### config.mk
export PLATFORM = sky130hd
export DESIGN_NAME = rgb_to_hsl_converter
export DESIGN_NICKNAME = d
export VERILOG_FILES = /design/src/hw/rtl/rgbhsl_pkg.sv /design/src/hw/rtl/rgbhsl_div.sv /design/src/hw/rtl/rgb_to_hsl_converter.sv
export VERILOG_INCLUDE_DIRS = /design/src /design/src/hw/rtl
export SDC_FILE = /design/constraint.sdc
export NUM_CORES = 1
export LEC_CHECK = 0
export ABC_AREA = 1
export BUFFER_PORTS_ARGS = -buffer_cell sky130_fd_sc_hd__buf_2
export CAP_MARGIN = 15
export CORE_UTILIZATION = 55
export CTS_BUF_LIST = sky130_fd_sc_hd__clkbuf_2
export DETAILED_ROUTE_END_ITERATION = 6
export GPL_TIMING_DRIVEN = 0
export PLACE_DENSITY = 0.71
export SLEW_MARGIN = 40
export SYNTH_ARGS = -nofsm -noshare
export SYNTH_HDL_FRONTEND = slang
export SYNTH_SLANG_ARGS = --single-unit
### constraint.sdc
create_clock -name clock -period 38.1 [get_ports clock]
set_clock_uncertainty 0.05 [all_clocks]
set_input_delay 1.905 -clock clock [delete_from_list [all_inputs] [get_ports clock]]
set_output_delay 1.905 -clock clock [all_outputs]
set_load 0.05 [all_outputs]
### src/hw/rtl/rgb_to_hsl_converter_macros.svh
// assertion macros used by the rtl
`ifndef RGB_TO_HSL_CONVERTER_MACROS_SVH
`define RGB_TO_HSL_CONVERTER_MACROS_SVH

// same-cycle implication
`define RGBHSL_ASSERT_NOW(label, clk, rst, ante, cons) \
   label: assert property (@(posedge clk) disable iff (rst) (ante) |-> (cons)) \
      else $error("rgb_to_hsl_converter: same-cycle check failed");

// next-cycle implication
`define RGBHSL_ASSERT_NEXT(label, clk, rst, ante, cons) \
   label: assert property (@(posedge clk) disable iff (rst) (ante) |=> (cons)) \
      else $error("rgb_to_hsl_converter: next-cycle check failed");

`endif

### src/hw/rtl/rgbhsl_pkg.sv
package rgbhsl_pkg;

   localparam int CHAN_W    = 8;
   localparam int FRAC_W    = 16;
   localparam int HUE_DIV_W = 11;
   localparam int SAT_DIV_W = 9;
   localparam int SAT_NUM_W = 25;
   localparam int LIGHT_W   = 17;

   typedef enum logic [1:0] {
      CHAN_RED,
      CHAN_GREEN,
      CHAN_BLUE
   } max_chan_type;

endpackage

### src/hw/rtl/rgbhsl_div.sv
module rgbhsl_div #(
   parameter int DIV_W          = 11,
   parameter int BITS_PER_STAGE = 2
) (
   input  logic                             clock,
   input  logic                             enable,
   input  logic [DIV_W-1:0]                 num_hi,
   input  logic [rgbhsl_pkg::FRAC_W-1:0]    num_lo,
   input  logic [DIV_W-1:0]                 divisor,
   output logic [rgbhsl_pkg::FRAC_W-1:0]    quotient
);

   localparam int FW     = rgbhsl_pkg::FRAC_W;
   localparam int STAGES = FW / BITS_PER_STAGE;

   // word holds the numerator bits still to come and shifts quotient bits in
   logic [DIV_W-1:0] rem_ff  [STAGES];
   logic [DIV_W-1:0] rem_in  [STAGES];
   logic [FW-1:0]    word_ff [STAGES];
   logic [FW-1:0]    word_in [STAGES];
   logic [DIV_W-1:0] div_ff  [STAGES];
   logic [DIV_W-1:0] src_rem [STAGES];
   logic [FW-1:0]    src_word[STAGES];
   logic [DIV_W-1:0] src_div [STAGES];

   for (genvar i = 0; i < STAGES; i++) begin : g_stage
      if (i == 0) begin : g_first
         assign src_rem[i]  = num_hi;
         assign src_word[i] = num_lo;
         assign src_div[i]  = divisor;
      end else begin : g_rest
         assign src_rem[i]  = rem_ff[i-1];
         assign src_word[i] = word_ff[i-1];
         assign src_div[i]  = div_ff[i-1];
      end

      always_comb begin
         logic [DIV_W-1:0] rem;
         logic [FW-1:0]    word;
         logic [DIV_W:0]   trial;
         rem  = src_rem[i];
         word = src_word[i];
         for (int k = 0; k < BITS_PER_STAGE; k++) begin
            trial = {rem, word[FW-1]};
            if (trial >= {1'b0, src_div[i]}) begin
               rem  = DIV_W'(trial - {1'b0, src_div[i]});
               word = {word[FW-2:0], 1'b1};
            end else begin
               rem  = trial[DIV_W-1:0];
               word = {word[FW-2:0], 1'b0};
            end
         end
         rem_in[i]  = rem;
         word_in[i] = word;
      end

      always_ff @(posedge clock) begin
         if (enable) begin
            rem_ff[i]  <= rem_in[i];
            word_ff[i] <= word_in[i];
            div_ff[i]  <= src_div[i];
         end
      end
   end

   assign quotient = word_ff[STAGES-1];

endmodule

### src/hw/rtl/rgb_to_hsl_converter.sv
// channel | ports                                   | dir | beat
// req     | req_valid req_ready req_red/green/blue  | in  | one 8-bit rgb pixel
// rsp     | rsp_valid rsp_ready rsp_hue/saturation/ | out | 16-bit hue, saturation,
//         | rsp_lightness                           |     | lightness
//
// one pixel accepted every clock while rsp is not stalled; the path runs through stage a,
// stage b and the stages of the two pipelined restoring dividers
// reset clears the valid bits only, no clearing pass
// a stalled rsp freezes every stage; req_ready = !rsp_valid || rsp_ready
`include "rgb_to_hsl_converter_macros.svh"

module rgb_to_hsl_converter #(
   parameter int BITS_PER_STAGE = 2
) (
   input  logic        clock,
   input  logic        reset,
   input  logic        req_valid,
   output logic        req_ready,
   input  logic [7:0]  req_red,
   input  logic [7:0]  req_green,
   input  logic [7:0]  req_blue,
   output logic        rsp_valid,
   input  logic        rsp_ready,
   output logic [15:0] rsp_hue,
   output logic [15:0] rsp_saturation,
   output logic [15:0] rsp_lightness
);

   localparam int CW     = rgbhsl_pkg::CHAN_W;
   localparam int FW     = rgbhsl_pkg::FRAC_W;
   localparam int HW     = rgbhsl_pkg::HUE_DIV_W;
   localparam int SW     = rgbhsl_pkg::SAT_DIV_W;
   localparam int NW     = rgbhsl_pkg::SAT_NUM_W;
   localparam int LW     = rgbhsl_pkg::LIGHT_W;
   localparam int STAGES = FW / BITS_PER_STAGE;

   logic pipe_en;
   logic [STAGES+1:0] valid_ff;

   // stage a: max, min and which channel wins
   logic [CW-1:0] red_ff, green_ff, blue_ff, max_ff, min_ff;
   logic [CW-1:0] max_in, min_in;
   rgbhsl_pkg::max_chan_type top_ff, top_in;

   // stage b: divider operands
   logic [CW-1:0] d_b, den_b;
   logic [CW:0]   s_b;
   logic [HW-1:0] six_b, n_b;
   logic [NW-1:0] sat_num_b;
   logic [LW-1:0] light_sum_b;
   logic          gray_b;

   logic [HW-1:0] hue_hi_ff, hue_div_ff;
   logic [SW-1:0] sat_hi_ff, sat_div_ff;
   logic [FW-1:0] sat_lo_ff;
   logic [FW-1:0] light_b_ff;
   logic [FW-1:0] light_ff [STAGES];

   assign pipe_en   = !rsp_valid || rsp_ready;
   assign req_ready = pipe_en;
   assign rsp_valid = valid_ff[STAGES+1];

   always_ff @(posedge clock) begin
      if (reset) begin
         valid_ff <= '0;
      end else if (pipe_en) begin
         valid_ff <= {valid_ff[STAGES:0], req_valid};
      end
   end

   always_comb begin
      if (req_red >= req_green && req_red >= req_blue) begin
         top_in = rgbhsl_pkg::CHAN_RED;
         max_in = req_red;
      end else if (req_green >= req_blue) begin
         top_in = rgbhsl_pkg::CHAN_GREEN;
         max_in = req_green;
      end else begin
         top_in = rgbhsl_pkg::CHAN_BLUE;
         max_in = req_blue;
      end
      if (req_red <= req_green && req_red <= req_blue) begin
         min_in = req_red;
      end else if (req_green <= req_blue) begin
         min_in = req_green;
      end else begin
         min_in = req_blue;
      end
   end

   always_ff @(posedge clock) begin
      if (pipe_en) begin
         red_ff   <= req_red;
         green_ff <= req_green;
         blue_ff  <= req_blue;
         max_ff   <= max_in;
         min_ff   <= min_in;
         top_ff   <= top_in;
      end
   end

   always_comb begin
      d_b    = max_ff - min_ff;
      s_b    = {1'b0, max_ff} + {1'b0, min_ff};
      gray_b = (d_b == '0);
      six_b  = HW'({d_b, 2'b00}) + HW'({d_b, 1'b0});
      case (top_ff)
         rgbhsl_pkg::CHAN_RED: begin
            if (green_ff >= blue_ff) begin
               n_b = HW'(green_ff - blue_ff);
            end else begin
               n_b = six_b - HW'(blue_ff - green_ff);
            end
         end
         rgbhsl_pkg::CHAN_GREEN: n_b = HW'({d_b, 1'b0}) + HW'(blue_ff) - HW'(red_ff);
         default:                n_b = HW'({d_b, 2'b00}) + HW'(red_ff) - HW'(green_ff);
      endcase
      // below one half divide by max+min, otherwise by 2-max-min
      if (s_b < (CW+1)'(255)) begin
         den_b = s_b[CW-1:0];
      end else begin
         den_b = CW'((CW+1)'(510) - s_b);
      end
      // 2*d*65535 + den, the +den rounds to nearest
      sat_num_b   = (NW'(d_b) << 17) - (NW'(d_b) << 1) + NW'(den_b);
      light_sum_b = LW'({s_b, 8'b0}) + LW'(s_b) + LW'(1);
   end

   always_ff @(posedge clock) begin
      if (pipe_en) begin
         light_b_ff <= light_sum_b[LW-1:1];
         if (gray_b) begin
            hue_hi_ff  <= '0;
            hue_div_ff <= HW'(1);
            sat_hi_ff  <= '0;
            sat_lo_ff  <= '0;
            sat_div_ff <= SW'(1);
         end else begin
            hue_hi_ff  <= n_b;
            hue_div_ff <= six_b;
            sat_hi_ff  <= sat_num_b[NW-1:FW];
            sat_lo_ff  <= sat_num_b[FW-1:0];
            sat_div_ff <= {den_b, 1'b0};
         end
      end
   end

   rgbhsl_div #(
      .DIV_W         (HW),
      .BITS_PER_STAGE(BITS_PER_STAGE)
   ) u_hue_div (
      .clock   (clock),
      .enable  (pipe_en),
      .num_hi  (hue_hi_ff),
      .num_lo  ('0),
      .divisor (hue_div_ff),
      .quotient(rsp_hue)
   );

   rgbhsl_div #(
      .DIV_W         (SW),
      .BITS_PER_STAGE(BITS_PER_STAGE)
   ) u_sat_div (
      .clock   (clock),
      .enable  (pipe_en),
      .num_hi  (sat_hi_ff),
      .num_lo  (sat_lo_ff),
      .divisor (sat_div_ff),
      .quotient(rsp_saturation)
   );

   always_ff @(posedge clock) begin
      if (pipe_en) begin
         light_ff[0] <= light_b_ff;
         for (int i = 1; i < STAGES; i++) begin
            light_ff[i] <= light_ff[i-1];
         end
      end
   end

   assign rsp_lightness = light_ff[STAGES-1];

   // wrapped hue numerator stays below 6*d
   `RGBHSL_ASSERT_NOW(a_hue_wrap, clock, reset, valid_ff[0] && !gray_b, n_b < six_b)
   // black and white pixels are gray
   `RGBHSL_ASSERT_NOW(a_sat_extreme, clock, reset,
      rsp_valid && (rsp_lightness == '0 || rsp_lightness == '1), rsp_saturation == '0)
   // a stall freezes every valid bit
   `RGBHSL_ASSERT_NEXT(a_stall_hold, clock, reset, !pipe_en, $stable(valid_ff))
   // nothing enters while stalled
   `RGBHSL_ASSERT_NEXT(a_no_entry, clock, reset, !pipe_en, $stable(valid_ff[0]))

endmodule

==> run_results.csv <==
group,metric,value,unit
sta,worst_pin_slew,0.847,ns
worst_setup_path,crit_start,"rsp_ready",
final_layout,area_delta_synth_final,8.47,%
route,first_pass_iters,7,
route,wirelength,79100,um
sta,setup_violations,0,
route,vias,28900,
cts,clkSlewWorstSetupHoldPaths,0.10,ns
placement,dp_slack,32.19,ns
route,vias_per_cell,5.21,
synthesis,synthArstFlopShare,0,%
global_route,grt_start_max_net_pins,68,
die,die_h,279,um
cts,cts_resized,0,
final_layout,final_nets,4915,
cts,post_cts_hold_buffer_count,0,
worst_setup_path,slowest_delay,0.47,ns
worst_hold_path,hp-class,"flop to flop",
cts,cts_tree,"yes",
sta,fin_ws,32.20,ns
sta,slew_viol_final,0,
synthesis,synth_edf_count,706,
synthesis,syn_inst,4162,
sta,period_minus_slack,5.90,ns
sta,hold_viol,0,
cts,clock-sinks,716,
sta,max_freq,169,MHz
synthesis,synth_ff_type,"edfxtp_1",
die,coreArea,0.0758,mm^2
route,route.detailed.drc,4,
sta,slew_headroom,43.5,%
route,wl_met3,3020,um
synthesis,synth_area,0.0421,mm^2
route,wl_per_cell,14.3,um
cts,clk_path_buf_depth,3,
global_route,grt_pass1_wl,132000,um
final_layout,post-route-util,60.2,%
synthesis,synth_cell_types,61,
global_route,first_global_vias,28600,
worst_setup_path,cp_num_buf_inv,6,
sta,setup_tns,0,ns
route,drtIter0Drc,1433,
run_status,violations,"design-rule violations",
die,die_area,0.0776,mm^2
die,start_util,55.5,%
placement,post-dp-hpwl,61300,um
worst_setup_path,cp_top_family,"buffers and inverters",
global_route,overflow,0,
route,wl_met1,34600,um
worst_setup_path,start_kind,"primary input",
worst_setup_path,reg2reg_from,"u_hue_div.div_ff[1][1]$_DFFE_PP_",
route,antenna_left,0,
cts,insertion_delay,1.35,ns
cts,cts_setup_buffers,0,
flow_run,maxCapViolCount,0,
worst_setup_path,arrival,3.95,ns
sta,worst_hold_slack,0.329,ns
worst_setup_path,cp_cell_sequence,"buf_2 > nor2_1 > clkinv_4 > buf_12 > buf_16 > buf_16 > buf_2",
die,die_x,279,um
synthesis,synth_nets,4650,
global_route,track_usage,21.0,%
final_layout,drive_gt1_share,10.2,%
worst_setup_path,cpMaxStageDelayCell,"clkinv_4",
synthesis,ys_seq_elements,716,
die,num_io_pins,78,
worst_setup_path,crit_path_end_kind,"output pin",
route,wl_met2,39400,um
synthesis,synth_warnings,0,
sta,rsz0062_at_grt,"false",
synthesis,avgSynthCellArea,10.1,um^2
global_route,antenna_found_initial,3,
worst_setup_path,required,36.14,ns
run_status,outcome,"finished, violations left",
cts,htree_num_levels,4,
worst_hold_path,min_from,"light_ff[1][17]$_DFFE_PP_",
die,row_count,101,
placement,gp_congestion,0.918,
placement,port-buffer-count,76,
cts,numCtsBuffers,174,
synthesis,ys_seq_area_share,50.9,%
worst_setup_path,path_max_fanout,61,
sta,period_share,15.5,%
worst_setup_path,critPathKind,"primary input to output pin",
cts,cts_root_buffer,"clkbuf_2",
route,routed.top_layer,"met4",
[worst reg2reg max path: cells and delay by family, from the launching register on]
kind                       cells  cell delay, ns
DFF                            1            0.49
adders and majority gates      2            0.80
buffers and inverters          7            1.26
and+or+nand+nor                6            0.57
AOI/OAI and AO/OA             13            1.81
[final cells by class]
| class | instances | area (um^2) |
|---|---|---|
| Multi-Input combinational cell | 2783 | 18100 |
| Inverter | 594 | 2230 |
| Clock inverter | 64 | 378 |
| Buffer | 69 | 359 |
| Timing Repair Buffer | 89 | 693 |
| Antenna cell | 3 | 7.51 |
| Sequential cell | 716 | 21400 |
| Fill cell | 6319 | 30200 |
| Clock buffer | 250 | 1250 |
| Tap cell | 978 | 1220 |
[per-layer routing]
layer  vias to the layer above  global-route usage [%]
met5                         -                       0
met4                         0                    8.48
met3                       146                    4.27
met2                       492                    37.0
met1                     13300                    25.0
li1                      15000                       -
[layout by cell type, fill, tap and decap left out, types with 28 or more instances in the layout]
cell | synthesis | final
inv_1 | 585 | 585
o21bai_1 | 35 | 35
nor2_1 | 273 | 273
clkinv_1 | 2 | 38
o21ai_0 | 324 | 324
edfxtp_1 | 706 | 706
xor2_1 | 184 | 183
xnor2_1 | 73 | 73
nor3_1 | 45 | 45
clkbuf_2 | 0 | 250
fa_1 | 44 | 44
nand2_1 | 708 | 708
a21oi_1 | 337 | 337
clkbuf_1 | 28 | 28
ha_1 | 416 | 416
buf_2 | 20 | 96
nand3_1 | 137 | 137
[cell families (layout without fill, tap and decap cells)]
logic type	Yosys count	in the layout	share of synthesized area [%]
xor gates and xnor gates	260	260	5.47
muxes	5	5	0.134
DFF	716	716	50.9
buffers and inverters	663	1066	6.15
and+or+nand+nor	1233	1233	12.1
AOI/OAI and AO/OA	825	825	10.8
other	0	3	0
adders and majority gates	460	460	14.5
[through the flow]
stage	area (um^2)	std cells
floorplan	42100	4162
global placement	43700	5216
detailed placement	44000	5229
finish	45600	5546
CTS	45600	5543
global route	45600	5545
[synth_stat cells (9+ instances only)]
master	number	area (um^2)
a21o_1	12	90.1
a21oi_1	337	1690
a221oi_1	11	96.3
a31oi_1	14	87.6
buf_2	20	100
buf_4	20	150
clkbuf_1	28	105
dfxtp_1	10	200
edfxtp_1	706	21200
fa_1	44	881
ha_1	416	5200
inv_1	585	2200
nand2_1	708	2660
nand2_2	9	56.3
nand3_1	137	686
nand4_1	23	144
nor2_1	273	1020
nor3_1	45	225
o211ai_1	21	158
o21ai_0	324	1620
o21ai_1	14	70.1
o21bai_1	35	263
o221ai_1	10	87.6
or2_2	14	87.6
xnor2_1	73	639
xor2_1	184	1610
[final timing paths]
| check | slack, ns | to | depth (start not counted) |
|---|---|---|---|
| max | 32.20 | req_ready | 7 |
| min | 0.33 | light_ff[1][33]$_DFFE_PP_ | 0 |
| max reg2reg | 32.87 | u_hue_div.rem_ff[1][15]$_DFFE_PP_ | 28 |
| min reg2reg | 0.33 | light_ff[1][33]$_DFFE_PP_ | 0 |
[flip-flops by register name (all words and copies together), names as in the netlist]
| name | flops |
|---|---|
| u_sat_div.word_ff | 121 |
| green_ff | 8 |
| sat_hi_ff | 9 |
| u_sat_div.div_ff | 56 |
| sat_lo_ff | 15 |
| u_hue_div.rem_ff | 77 |
| max_ff | 8 |
| sat_div_ff | 8 |
| red_ff | 8 |
| light_b_ff | 16 |
| u_hue_div.word_ff | 72 |
| light_ff | 128 |
| blue_ff | 8 |
| min_ff | 8 |
| hue_div_ff | 11 |
| u_hue_div.div_ff | 77 |
| valid_ff | 10 |
| top_ff | 2 |
| u_sat_div.rem_ff | 63 |
| hue_hi_ff | 11 |
Power is not shown: default switching activity piles up to over one toggle a cycle in this logic, so the estimate is an artifact.
